<file path="src/hdl/assert_macros.svh">
// Assertion macros used by the RTL file that checks its own logic (the codec core).
`ifndef ASSERT_MACROS_SVH
`define ASSERT_MACROS_SVH

// Checked at every clock edge outside reset.
`define ASSERT_CLK(label, prop, msg) \
  label: assert property (@(posedge clk) disable iff (rst) (prop)) else $error(msg);

// Checked at every clock edge, reset included.
`define ASSERT_ALWAYS(label, prop, msg) \
  label: assert property (@(posedge clk) (prop)) else $error(msg);

`endif

</file>
<file path="src/hdl/krlc_pkg.sv">
// Types and constants shared by the key run-length codec modules.
`default_nettype none
package krlc_pkg;

  localparam int DATA_W = 16;
  localparam int KEY_W  = 10;
  localparam int LEN_W  = 6;   // length-minus-one field of a run word
  localparam int CNT_W  = 7;   // run frame count, holds up to 64

  localparam logic MODE_ENCODE = 1'b0;
  localparam logic MODE_DECODE = 1'b1;

  typedef enum logic [1:0] {
    ST_ACCEPT,
    ST_ENC_SECOND,
    ST_DEC_RUN
  } state_t;

  typedef enum logic [1:0] {
    SEL_ENC,
    SEL_PEND,
    SEL_DEC_FIRST,
    SEL_DEC_NEXT
  } out_sel_t;

  typedef struct packed {
    logic     accept;
    logic     out_load;
    out_sel_t out_sel;
  } cmd_t;

  typedef struct packed {
    logic mode;
    logic out_free;
    logic enc_flush;
    logic enc_close;
    logic dec_multi;
    logic dec_final;
    logic run_open;
  } stat_t;

endpackage
`default_nettype wire

</file>
<file path="src/hdl/krlc_datapath.sv">
// Datapath: mode register, open run, held word and the output register.
`default_nettype none
module krlc_datapath import krlc_pkg::*; #(
  parameter int RUN_LIMIT = 64
) (
  input  wire logic              clk,
  input  wire logic              rst,
  input  wire logic              codec_mode_wr_en,
  input  wire logic              codec_mode_wr_data,
  input  wire logic [DATA_W-1:0] data_in,
  input  wire logic              last_in,
  input  wire logic              out_ready,
  output logic                   out_valid,
  output logic      [DATA_W-1:0] data_out,
  output logic                   last_out,
  input  wire cmd_t              cmd,
  output stat_t                  stat
);

  logic             mode;
  logic [KEY_W-1:0] open_key;
  logic [CNT_W-1:0] open_length;
  logic             run_open;
  logic [KEY_W-1:0] pend_key;
  logic             pend_last;
  logic [LEN_W-1:0] rem_cnt;

  logic [KEY_W-1:0] key_in;
  logic [LEN_W-1:0] len_in;
  logic             same_key;
  logic [CNT_W-1:0] new_len;
  logic [CNT_W-1:0] old_len_m1;
  logic [CNT_W-1:0] new_len_m1;
  logic [DATA_W-1:0] out_word_next;
  logic              out_last_next;

  // Field split and encode run tracking
  assign key_in     = data_in[KEY_W-1:0];
  assign len_in     = data_in[DATA_W-1:KEY_W];
  assign same_key   = run_open && (key_in == open_key);
  assign new_len    = same_key ? open_length + CNT_W'(1) : CNT_W'(1);
  assign old_len_m1 = open_length - CNT_W'(1);
  assign new_len_m1 = new_len - CNT_W'(1);

  assign stat.mode      = mode;
  assign stat.out_free  = !out_valid || out_ready;
  assign stat.enc_flush = run_open && !same_key;
  assign stat.enc_close = last_in || (new_len >= CNT_W'(RUN_LIMIT));
  assign stat.dec_multi = (len_in != '0);
  assign stat.dec_final = (rem_cnt == LEN_W'(1));
  assign stat.run_open  = run_open;

  // Result word selection
  always_comb begin
    case (cmd.out_sel)
      SEL_ENC: begin
        if (stat.enc_flush) begin
          out_word_next = {old_len_m1[LEN_W-1:0], open_key};
          out_last_next = 1'b0;
        end else begin
          out_word_next = {new_len_m1[LEN_W-1:0], key_in};
          out_last_next = last_in;
        end
      end
      SEL_PEND: begin
        out_word_next = {{LEN_W{1'b0}}, pend_key};
        out_last_next = pend_last;
      end
      SEL_DEC_FIRST: begin
        out_word_next = {{LEN_W{1'b0}}, key_in};
        out_last_next = last_in && (len_in == '0);
      end
      SEL_DEC_NEXT: begin
        out_word_next = {{LEN_W{1'b0}}, pend_key};
        out_last_next = pend_last && stat.dec_final;
      end
      default: begin
        out_word_next = '0;
        out_last_next = 1'b0;
      end
    endcase
  end

  // Mode register and open run
  always_ff @(posedge clk) begin
    if (rst) begin
      mode        <= MODE_ENCODE;
      open_key    <= '0;
      open_length <= '0;
      run_open    <= 1'b0;
    end else if (codec_mode_wr_en) begin
      mode        <= codec_mode_wr_data;
      open_key    <= '0;
      open_length <= '0;
      run_open    <= 1'b0;
    end else if (cmd.accept && (mode == MODE_ENCODE)) begin
      if (stat.enc_close) begin
        open_key    <= '0;
        open_length <= '0;
        run_open    <= 1'b0;
      end else begin
        open_key    <= key_in;
        open_length <= new_len;
        run_open    <= 1'b1;
      end
    end
  end

  // Held key for the second encode word or the decode expansion
  always_ff @(posedge clk) begin
    if (cmd.accept) begin
      pend_key  <= key_in;
      pend_last <= last_in;
      rem_cnt   <= len_in;
    end else if (cmd.out_load && (cmd.out_sel == SEL_DEC_NEXT)) begin
      rem_cnt <= rem_cnt - LEN_W'(1);
    end
  end

  // Output register
  always_ff @(posedge clk) begin
    if (rst) begin
      out_valid <= 1'b0;
    end else if (cmd.out_load) begin
      out_valid <= 1'b1;
    end else if (out_ready) begin
      out_valid <= 1'b0;
    end
  end

  always_ff @(posedge clk) begin
    if (cmd.out_load) begin
      data_out <= out_word_next;
      last_out <= out_last_next;
    end
  end

endmodule
`default_nettype wire

</file>
<file path="src/hdl/krlc_ctrl.sv">
// Controller: sequences input acceptance and result words.
`default_nettype none
module krlc_ctrl import krlc_pkg::*; (
  input  wire logic  clk,
  input  wire logic  rst,
  input  wire logic  in_valid,
  output logic       in_ready,
  input  wire stat_t stat,
  output cmd_t       cmd
);

  state_t state;
  state_t state_next;
  logic   accept;

  assign accept = in_valid && in_ready;

  always_ff @(posedge clk) begin
    if (rst) begin
      state <= ST_ACCEPT;
    end else begin
      state <= state_next;
    end
  end

  // Next state
  always_comb begin
    state_next = state;
    case (state)
      ST_ACCEPT: begin
        if (accept) begin
          if (stat.mode == MODE_DECODE) begin
            if (stat.dec_multi) state_next = ST_DEC_RUN;
          end else if (stat.enc_flush && stat.enc_close) begin
            state_next = ST_ENC_SECOND;
          end
        end
      end
      ST_ENC_SECOND: begin
        if (stat.out_free) state_next = ST_ACCEPT;
      end
      ST_DEC_RUN: begin
        if (stat.out_free && stat.dec_final) state_next = ST_ACCEPT;
      end
      default: state_next = ST_ACCEPT;
    endcase
  end

  // Outputs
  always_comb begin
    in_ready     = 1'b0;
    cmd.accept   = 1'b0;
    cmd.out_load = 1'b0;
    cmd.out_sel  = SEL_ENC;
    case (state)
      ST_ACCEPT: begin
        in_ready   = stat.out_free;
        cmd.accept = in_valid && stat.out_free;
        if (stat.mode == MODE_DECODE) begin
          cmd.out_sel  = SEL_DEC_FIRST;
          cmd.out_load = cmd.accept;
        end else begin
          cmd.out_sel  = SEL_ENC;
          cmd.out_load = cmd.accept && (stat.enc_flush || stat.enc_close);
        end
      end
      ST_ENC_SECOND: begin
        cmd.out_sel  = SEL_PEND;
        cmd.out_load = stat.out_free;
      end
      ST_DEC_RUN: begin
        cmd.out_sel  = SEL_DEC_NEXT;
        cmd.out_load = stat.out_free;
      end
      default: begin
        cmd.out_load = 1'b0;
      end
    endcase
  end

endmodule
`default_nettype wire

</file>
<file path="src/hdl/key_run_length_codec_core.sv">
// Encode: a taken key word that closes or flushes a run puts that run word out the next cycle.
// A key change that also closes the run holds the input in ST_ENC_SECOND until its second word is loaded.
// Decode: a run word of length L gives L keys, one key per cycle while out_ready holds, out of the
// single output register; the next run word is taken after its last key.
// Synchronous reset selects encode mode, drops any open run, empties output.
`default_nettype none
`include "assert_macros.svh"
module key_run_length_codec_core import krlc_pkg::*; #(
  parameter int RUN_LIMIT = 64
) (
  input  wire logic              clk,
  input  wire logic              rst,
  input  wire logic              codec_mode_wr_en,
  input  wire logic              codec_mode_wr_data,
  input  wire logic              in_valid,
  output logic                   in_ready,
  input  wire logic [DATA_W-1:0] data_in,
  input  wire logic              last_in,
  output logic                   out_valid,
  input  wire logic              out_ready,
  output logic      [DATA_W-1:0] data_out,
  output logic                   last_out
);

  cmd_t  cmd;
  stat_t stat;

  krlc_ctrl u_ctrl (
    .clk      (clk),
    .rst      (rst),
    .in_valid (in_valid),
    .in_ready (in_ready),
    .stat     (stat),
    .cmd      (cmd)
  );

  krlc_datapath #(
    .RUN_LIMIT (RUN_LIMIT)
  ) u_datapath (
    .clk                (clk),
    .rst                (rst),
    .codec_mode_wr_en   (codec_mode_wr_en),
    .codec_mode_wr_data (codec_mode_wr_data),
    .data_in            (data_in),
    .last_in            (last_in),
    .out_ready          (out_ready),
    .out_valid          (out_valid),
    .data_out           (data_out),
    .last_out           (last_out),
    .cmd                (cmd),
    .stat               (stat)
  );

  // Output register is only loaded when its word has left or is leaving
  `ASSERT_ALWAYS(a_load_free, cmd.out_load |-> (!out_valid || out_ready), "load into busy output")
  // Every accepted run word gives at least its first key
  `ASSERT_CLK(a_dec_emits, (in_valid && in_ready && stat.mode) |-> cmd.out_load, "decode word lost")
  // A last key closes the open run
  `ASSERT_CLK(a_last_closes, (in_valid && in_ready && !stat.mode && last_in) |=> !stat.run_open, "run left open")

endmodule
`default_nettype wire

</file>
<file path="config.mk">
export PLATFORM = sky130hd
export DESIGN_NAME = key_run_length_codec_core
export DESIGN_NICKNAME = d
export VERILOG_FILES = /design/src/hdl/krlc_pkg.sv /design/src/hdl/krlc_datapath.sv /design/src/hdl/krlc_ctrl.sv /design/src/hdl/key_run_length_codec_core.sv
export VERILOG_INCLUDE_DIRS = /design/src /design/src/hdl
export SDC_FILE = /design/constraint.sdc
export NUM_CORES = 1
export LEC_CHECK = 0
export BUFFER_PORTS_ARGS = -buffer_cell sky130_fd_sc_hd__buf_2
export CAP_MARGIN = 40
export CORE_ASPECT_RATIO = 1.4
export CORE_MARGIN = 4
export CORE_UTILIZATION = 59
export CTS_BUF_LIST = sky130_fd_sc_hd__clkbuf_8
export CTS_CLUSTER_SIZE = 16
export DETAILED_ROUTE_END_ITERATION = 10
export GPL_TIMING_DRIVEN = 0
export PLACE_DENSITY = 0.84
export SLEW_MARGIN = 20
export SYNTH_ARGS = -nofsm -noshare
export SYNTH_HDL_FRONTEND = slang
export SYNTH_SLANG_ARGS = --single-unit
</file>
<file path="constraint.sdc">
create_clock -name clk -period 3.15 [get_ports clk]
set_input_delay 0.315 -clock clk [delete_from_list [all_inputs] [get_ports clk]]
set_output_delay 0.315 -clock clk [all_outputs]
set_load 0.1 [all_outputs]
</file>
==> results of run 1 <==
## power breakdown
group / switching, mW / total (mW) / internal [mW] / leakage, nW
Clock: 0.240 / 0.397 / 0.156 / 0.0460
Sequential: 0.0430 / 0.948 / 0.905 / 0.505
Combinational: 0.629 / 0.793 / 0.165 / 0.772
Total: 0.912 / 2.14 / 1.23 / 1.32
## registers in the layout, summed over array words and instances (netlist names)
signal                  cells
u_datapath.out_valid        1
u_datapath.open_key        10
u_datapath.mode             1
u_datapath.open_length      7
u_datapath.run_open         1
u_datapath.rem_cnt          6
u_datapath.last_out         1
u_datapath.pend_key        10
u_datapath.pend_last        1
u_datapath.data_out        16
u_ctrl.state                2
## cells in the mapped netlist (2+ instances only)
cell type   n  area [um2]
a41oi_1     2        17.5
a22oi_1    11        82.6
nor4_1      4        25.0
nor3_1     10        50.1
nand4_1     3        18.8
o31ai_1     2        15.0
o21ai_0    11        55.1
a21o_1      2        15.0
and2_1      2        12.5
buf_1       2        7.51
or2_2       2        12.5
mux2_2      5        56.3
a221oi_1    2        17.5
nand2_1    27         101
xor2_1      2        17.5
inv_1       9        33.8
a21oi_1    16        80.1
nand2b_1    7        43.8
mux2i_1    14         140
dfxtp_1    22         440
nor2_1     27         101
and3_1      6        37.5
or4_1       2        15.0
clkbuf_1   10        37.5
xnor2_1    17         149
or3_1       6        37.5
edfxtp_1   34        1020
ha_1       10         125
nand3_1    10        50.1
## routing by layer
layer,track usage (%),up-vias,wire length [um]
met5,0,-,0
met1,28.0,1137,2670
li1,-,1170,-
met3,4.04,17,339
met4,11.3,0,177
met2,37.1,75,3330
## kinds of logic after synthesis
| logic type | Yosys count |
|---|---|
| XOR/XNOR | 20 |
| adder cells (fa/ha/maj) | 10 |
| AND/OR/NAND/NOR | 115 |
| multiplexers | 19 |
| AO/OA/AOI/OAI | 50 |
| buffers and inverters | 24 |
| flip-flops | 56 |
## stage by stage
stage               total power, mW  std cells  TNS (ns)  area, um2  setup slack, ns
floorplan                      1.59        294         0       2970            0.279
global placement               1.72        399     -1.13       3260          -0.0669
detailed placement             1.76        400         0       3270            0.349
CTS                            2.14        408         0       3360            0.425
global route                   2.24        409         0       3370            0.218
finish                         2.14        409         0       3370            0.388
## worst min path at each step
| stage | slack [ns] | depth (start not counted) | endpoint | startpoint |
|---|---|---|---|---|
| final | 0.23 | 1 | u_datapath.pend_key[4] | data_in[4] |
| after global placement | 0.49 | 1 | u_datapath.open_length[6] | u_datapath.open_length[6] |
| after global routing | 0.21 | 1 | u_datapath.pend_key[4] | data_in[4] |
| after floorplan | 0.38 | 1 | u_ctrl.state[1] | rst |
| after CTS | 0.23 | 1 | u_datapath.pend_key[4] | data_in[4] |
| after detailed placement | 0.50 | 1 | u_datapath.open_length[6] | u_datapath.open_length[6] |
## cell type report
type                       instances  area [um2]
fill                             393        1510
sequential                        56        1460
multi-input combinational        214        1420
timing repair buffer              43         221
tap                               64        80.1
clock buffer                       5        68.8
buffer                            15        62.6
inverter                           9        33.8
clock inverter                     3        17.5
==> impl_metrics.csv, run 1 <==
group,metric,value,unit
sta,worst_pin_slew,0.819,ns
yosys,synth_top_family_by_area,"simple AND/OR/NAND/NOR gates",
critical_path,worst-path-max-fanout,11,
critical_path,critPathLaunchType,"flip-flop",
critical_path,r2r_start,"u_datapath.open_length[0]",
drt,vias,2399,
yosys,netlist-cell-type-count,46,
yosys,synth_edf_count,34,
floorplan,core,4880,um2
yosys,synth-simple-area-share,20.0,%
sta,clock.fmax,362,MHz
sta,hold_ws,0.233,ns
clock_network,cts_resized,0,
global_route,gr-total-overflow,0,
cells_and_area,utilization,69.0,%
clock_network,clock_latency,0.32,ns
clock_network,max-clock-path-buffers,2,
clock_network,cts_made_buffers,5,
clock_network,cts_hold_buffers,0,
placement,hpwl,5030,um
critical_path,arrival,2.80,ns
clock_network,cts_sinks,56,
floorplan,pin_count,42,
yosys,syn_nets,327,
sta,final-setup-viol-count,0,
sta,rsz0062_at_grt,"no",
drt,drt-total-wl,6510,um
cells_and_area,drive_gt1_share,18.8,%
global_route,grt_pass1_wl,10800,um
power,total_leakage_power,1.32,nW
yosys,synth_cells,294,
yosys,ys_ff_latch,56,
yosys,syn_area_per_cell,10.1,um2
yosys,synth-compound-area-share,10.7,%
power,ir_worst_vdd,0.241,mV
critical_path,crit_end,"u_datapath.data_out[1]",
clock_network,root_buffer,"clkbuf_8",
drt,vias_per_cell,5.87,
sta,slew_headroom,45.0,%
cells_and_area,diodes,0,
critical_path,crit_start,"u_datapath.open_length[0]",
floorplan,rows,30,
critical_path,crit_path_top_delay_cell,"dfxtp_1",
sta,fin_crit_sh,87.7,%
floorplan,start_util,60.9,%
yosys,synthFlopType,"edfxtp_1",
placement,io_buffers,41,
yosys,synth-seq-area-share,49.1,%
cells_and_area,most-common-layout-cells,"43 x buf_2, 34 x edfxtp_1, 27 x nand2_1, 27 x nor2_1, 22 x dfxtp_1",
clock_network,path_clk_slew,0.10,ns
critical_path,path_delay_family,"compound AO/OA/AOI/OAI gates",
sta,fin_crit,2.76,ns
global_route,grt_pass1_vias,2311,
critical_path,path_cells,"ha_1, nand3_1, nor2_1, xor2_1, o21a_1, o31ai_1, a21oi_2, buf_6",
yosys,async_flop_share,0,%
yosys,ys_warn_count,0,
floorplan,die_area,6260,um2
cells_and_area,final_common_cell,"buf_2",
clock_network,postCtsSetupBuffers,0,
run_status,status,"finished clean",
global_route,grt_max_degree,18,
critical_path,cp_data_required_time,3.19,ns
cells_and_area,synthToLayoutAreaGrowth,13.2,%
placement,place_congestion,0.823,
cells_and_area,nNetsFinal,377,
critical_path,rr_worst_depth,8,
sta,drv_slew,0,
drt,drt_iter0_drc,159,
sta,hold_viol,0,
critical_path,cp-end-kind,"flip-flop",
critical_path,critical_path.max_stage_delay,0.51,ns
sta,skew,0.00977,ns
yosys,synth_fa_ha_area_share,4.21,%
global_route,antenna_found_initial,0,
clock_network,cts_tree,"built",
yosys,synth_mux_area_share,6.60,%
drt,wl_per_cell,15.9,um
critical_path,cp.depth,8,
clock_network,htree_num_levels,2,
drt,dr.pass1.iters,4,
critical_path,reg2reg_slack,0.39,ns
global_route,grt_usage,22.7,%
drt,drc,0,
run,drv_cap,0,
drt,ant_nets,0,
power,power_density,635,nW/um2
min_path,min_path_type,"input pin to flip-flop",
critical_path,crit_type,"flip-flop to flip-flop",
critical_path,critPathBufInv,1,
floorplan,dieWidth,68.0,um
yosys,synthesis.area,2970,um2
yosys,synth_xor_area_share,6.14,%
critical_path,r2r_end,"u_datapath.data_out[1]",
floorplan,fp.dieH,92.0,um
(Power assumes the default switching activity.)
==> inputs of run 2 (changes only) <==
--- a/config.mk
+++ b/config.mk
@@ -6,11 +6,12 @@
 export SDC_FILE = /design/constraint.sdc
 export NUM_CORES = 1
 export LEC_CHECK = 0
+export ABC_AREA = 1
 export BUFFER_PORTS_ARGS = -buffer_cell sky130_fd_sc_hd__buf_2
 export CAP_MARGIN = 40
 export CORE_ASPECT_RATIO = 1.4
 export CORE_MARGIN = 4
-export CORE_UTILIZATION = 59
+export CORE_UTILIZATION = 60
 export CTS_BUF_LIST = sky130_fd_sc_hd__clkbuf_8
 export CTS_CLUSTER_SIZE = 16
 export DETAILED_ROUTE_END_ITERATION = 10
==> run 2 against run 1 <==
Compared with the run above:
- non-clock buffer count down 4
- synthesized area up 7.2%
- worst setup slack better by 0.20 ns
- cell area up 6.5%
- first-iteration DRC count up 40%
- synthesized cell count up 33%
- sequential power up 30%
- worst hold slack worse by 0.035 ns
- clock skew about the same
- global-route usage down 0.83 points
- register-to-register slack better by 0.20 ns
==> impl_metrics.csv, run 2 <==
group,metric,value,unit
yosys,synthTopCellsByArea,"edfxtp_1 32%, dfxtp_1 14%, nand2_1 12%",
cells_and_area,reg_top3,"u_datapath.data_out (16), u_datapath.open_key (10), u_datapath.pend_key (10)",
clock_network,cts_resized,0,
run_status,status,"finished clean",
drt,dr.pass1.iters,4,
critical_path,crit_top_cell,"inv_1",
drt,met2_length,3510,um
critical_path,rr_worst_depth,9,
floorplan,core,5160,um2
cells_and_area,diodes,0,
sta,drv_slew,0,
min_path,min_path_type,"input pin to flip-flop",
global_route,grt_max_degree,18,
clock_network,cts_hold_buffers,0,
sta,worst_pin_slew,0.603,ns
placement,pre_cts_slack,0.470,ns
clock_network,path_clk_slew,0.10,ns
sta,fin_crit_sh,81.2,%
min_path,hold_path_end,"u_datapath.mode",
drt,highest_layer,"met4",
clock_network,root_buffer,"clkbuf_8",
yosys,ys_ff_latch,56,
yosys,synth-seq-area-share,45.8,%
cells_and_area,multi_input_area,1460,um2
run,drv_cap,0,
placement,place_congestion,0.927,
yosys,async_flop_share,0,%
critical_path,worst-path-max-fanout,9,
yosys,netlist-cell-type-count,42,
yosys,ys_warn_count,0,
clock_network,clock_latency,0.31,ns
floorplan,fp.dieH,94.3,um
drt,dr_wl_met3,348,um
yosys,synth_top_area_share,32.0,%
global_route,grt_pass1_wl,11500,um
sta,skew,0.00963,ns
drt,drt-total-wl,6760,um
drt,ant_nets,0,
cells_and_area,largest_reg_flops,16,
power,power_density,1100,nW/um2
critical_path,cp_data_required_time,3.16,ns
clock_network,cts_tree,"built",
power,total_leakage_power,1.54,nW
sta,layout_setup_ws,0.591,ns
floorplan,pin_count,42,
yosys,syn_nets,425,
power,power.total,3.96,mW
min_path,hold_path_startpoint,"rst",
clock_network,cts_sinks,56,
sta,hold_viol,0,
global_route,grt_pass1_vias,2634,
cells_and_area,nNetsFinal,475,
cells_and_area,drive_gt1_share,19.0,%
clock_network,cts_made_buffers,5,
critical_path,critical_path.max_stage_delay,0.51,ns
clock_network,htree_num_levels,2,
power,ir_worst_vdd,1.26,mV
cells_and_area,most-common-layout-cells,"100 x nand2_1, 48 x inv_1, 43 x buf_2",
cells_and_area,utilization,69.5,%
critical_path,arrival,2.57,ns
critical_path,crit_path_top_delay_cell,"a21oi_2",
yosys,yosys-top-cells-count,"100 x nand2_1, 48 x inv_1, 34 x a21oi_1, 34 x edfxtp_1",
drt,drt_iter0_drc,222,
drt,wl_per_cell,13.3,um
drt,drc,0,
sta,clock.fmax,391,MHz
clock_network,postCtsSetupBuffers,0,
sta,final-setup-viol-count,0,
critical_path,crit_type,"flip-flop to flip-flop",
critical_path,path_cells,"inv_1, ha_1, inv_1, nor2_2, inv_1, o21bai_2, a21oi_2, nand2_1, nand2_1",
placement,io_buffers,41,
floorplan,start_util,61.8,%
drt,wirelength_met1,2800,um
drt,vias_per_cell,5.40,
global_route,grt_usage,21.9,%
floorplan,dieWidth,69.6,um
floorplan,rows,31,
yosys,synth_edf_count,34,
yosys,synthFlopType,"edfxtp_1",
floorplan,die_area,6560,um2
critical_path,critPathLaunchType,"flip-flop",
cells_and_area,layout.area.seq,1460,um2
cells_and_area,synthToLayoutAreaGrowth,12.4,%
yosys,syn_area_per_cell,8.13,um2
critical_path,cp-end-kind,"flip-flop",
critical_path,r2r_start,"u_ctrl.state[1]",
sta,setup_tns,0,ns
global_route,gr-total-overflow,0,
critical_path,r2r_end,"u_datapath.rem_cnt[5]",
cells_and_area,fillerInstances,429,
sta,rsz0062_at_grt,"no",
sta,fin_crit,2.56,ns
sta,slew_headroom,59.8,%
global_route,antenna_found_initial,0,
critical_path,reg2reg_slack,0.59,ns
placement,hpwl,5100,um
yosys,synthesis.area,3190,um2
min_path,holdPathStages,2,
yosys,synth_top_area_cell,"edfxtp_1",
drt,vias,2747,
yosys,yosysMostFrequentCell,"nand2_1",
clock_network,max-clock-path-buffers,2,
cells_and_area,final_common_cell,"nand2_1",
yosys,synth_cells,392,
cells_and_area,top_register,"u_datapath.data_out",
[run 2: changes by cell type in the layout (fill, tap and decap cells not counted), moves of 13 or more]
cell	change
a21oi_1	+19
inv_1	+39
mux2i_1	-14
nand2_1	+73
nand3_1	+13
xnor2_1	-14
[run 2: worst max-delay path: cells and delay by family, from the launching register on]
kind / cells / cell delay, ns
adders and majority gates: 1 / 0.25
DFF: 1 / 0.37
buffers and inverters: 3 / 0.39
AOI/OAI and AO/OA: 2 / 0.74
and+or+nand+nor: 3 / 0.51
[run 2: how the worst max path moves through the flow]
| stage | slack [ns] | endpoint | startpoint | cells past startpoint |
|---|---|---|---|---|
| after floorplan | 0.55 | u_datapath.rem_cnt[0] | u_datapath.out_valid | 9 |
| after global placement | 0.16 | u_datapath.rem_cnt[2] | data_in[3] | 10 |
| after detailed placement | 0.47 | u_datapath.rem_cnt[1] | data_in[5] | 12 |
| after CTS | 0.52 | u_datapath.rem_cnt[5] | u_ctrl.state[1] | 9 |
| after global routing | 0.27 | u_datapath.rem_cnt[5] | u_ctrl.state[1] | 9 |
| final | 0.59 | u_datapath.rem_cnt[5] | u_ctrl.state[1] | 9 |
[run 2: area by class of cell]
cell class	instances	share of cell area [%]
sequential	56	40.8
timing repair buffer	43	6.35
multi-input combinational	269	40.6
clock buffer	5	1.92
tap	66	2.30
buffer	11	1.68
clock inverter	3	0.489
inverter	56	5.86
[run 2: cell families after synthesis]
kind of cell / synth area share (%)
buffers and inverters: 8.48
adders and majority gates: 3.92
DFF: 45.8
AOI/OAI and AO/OA: 13.2
and+or+nand+nor: 26.9
xor gates and xnor gates: 1.65
[run 2: report_power, final]
part / leakage (nW) / switching [mW] / internal [mW]
clock network: 0.0460 / 0.238 / 0.156
registers: 0.507 / 0.0867 / 1.15
logic: 0.987 / 1.84 / 0.487
[run 2: metal layers]
metal / GRT usage [%] / vias up
met3: 3.85 / 12
met4: 9.45 / 0
met1: 25.0 / 1265
li1: - / 1402
met2: 39.7 / 68
met5: 0 / -
[run 2: through the flow]
stage / cells / area [um2] / hold WS [ns]
4_1_cts: 509 / 3580 / 0.193
3_3_place_gp: 499 / 3480 / 0.451
2_1_floorplan: 392 / 3190 / 0.384
6_report: 509 / 3580 / 0.199
3_5_place_dp: 501 / 3500 / 0.466
5_1_grt: 509 / 3580 / 0.193
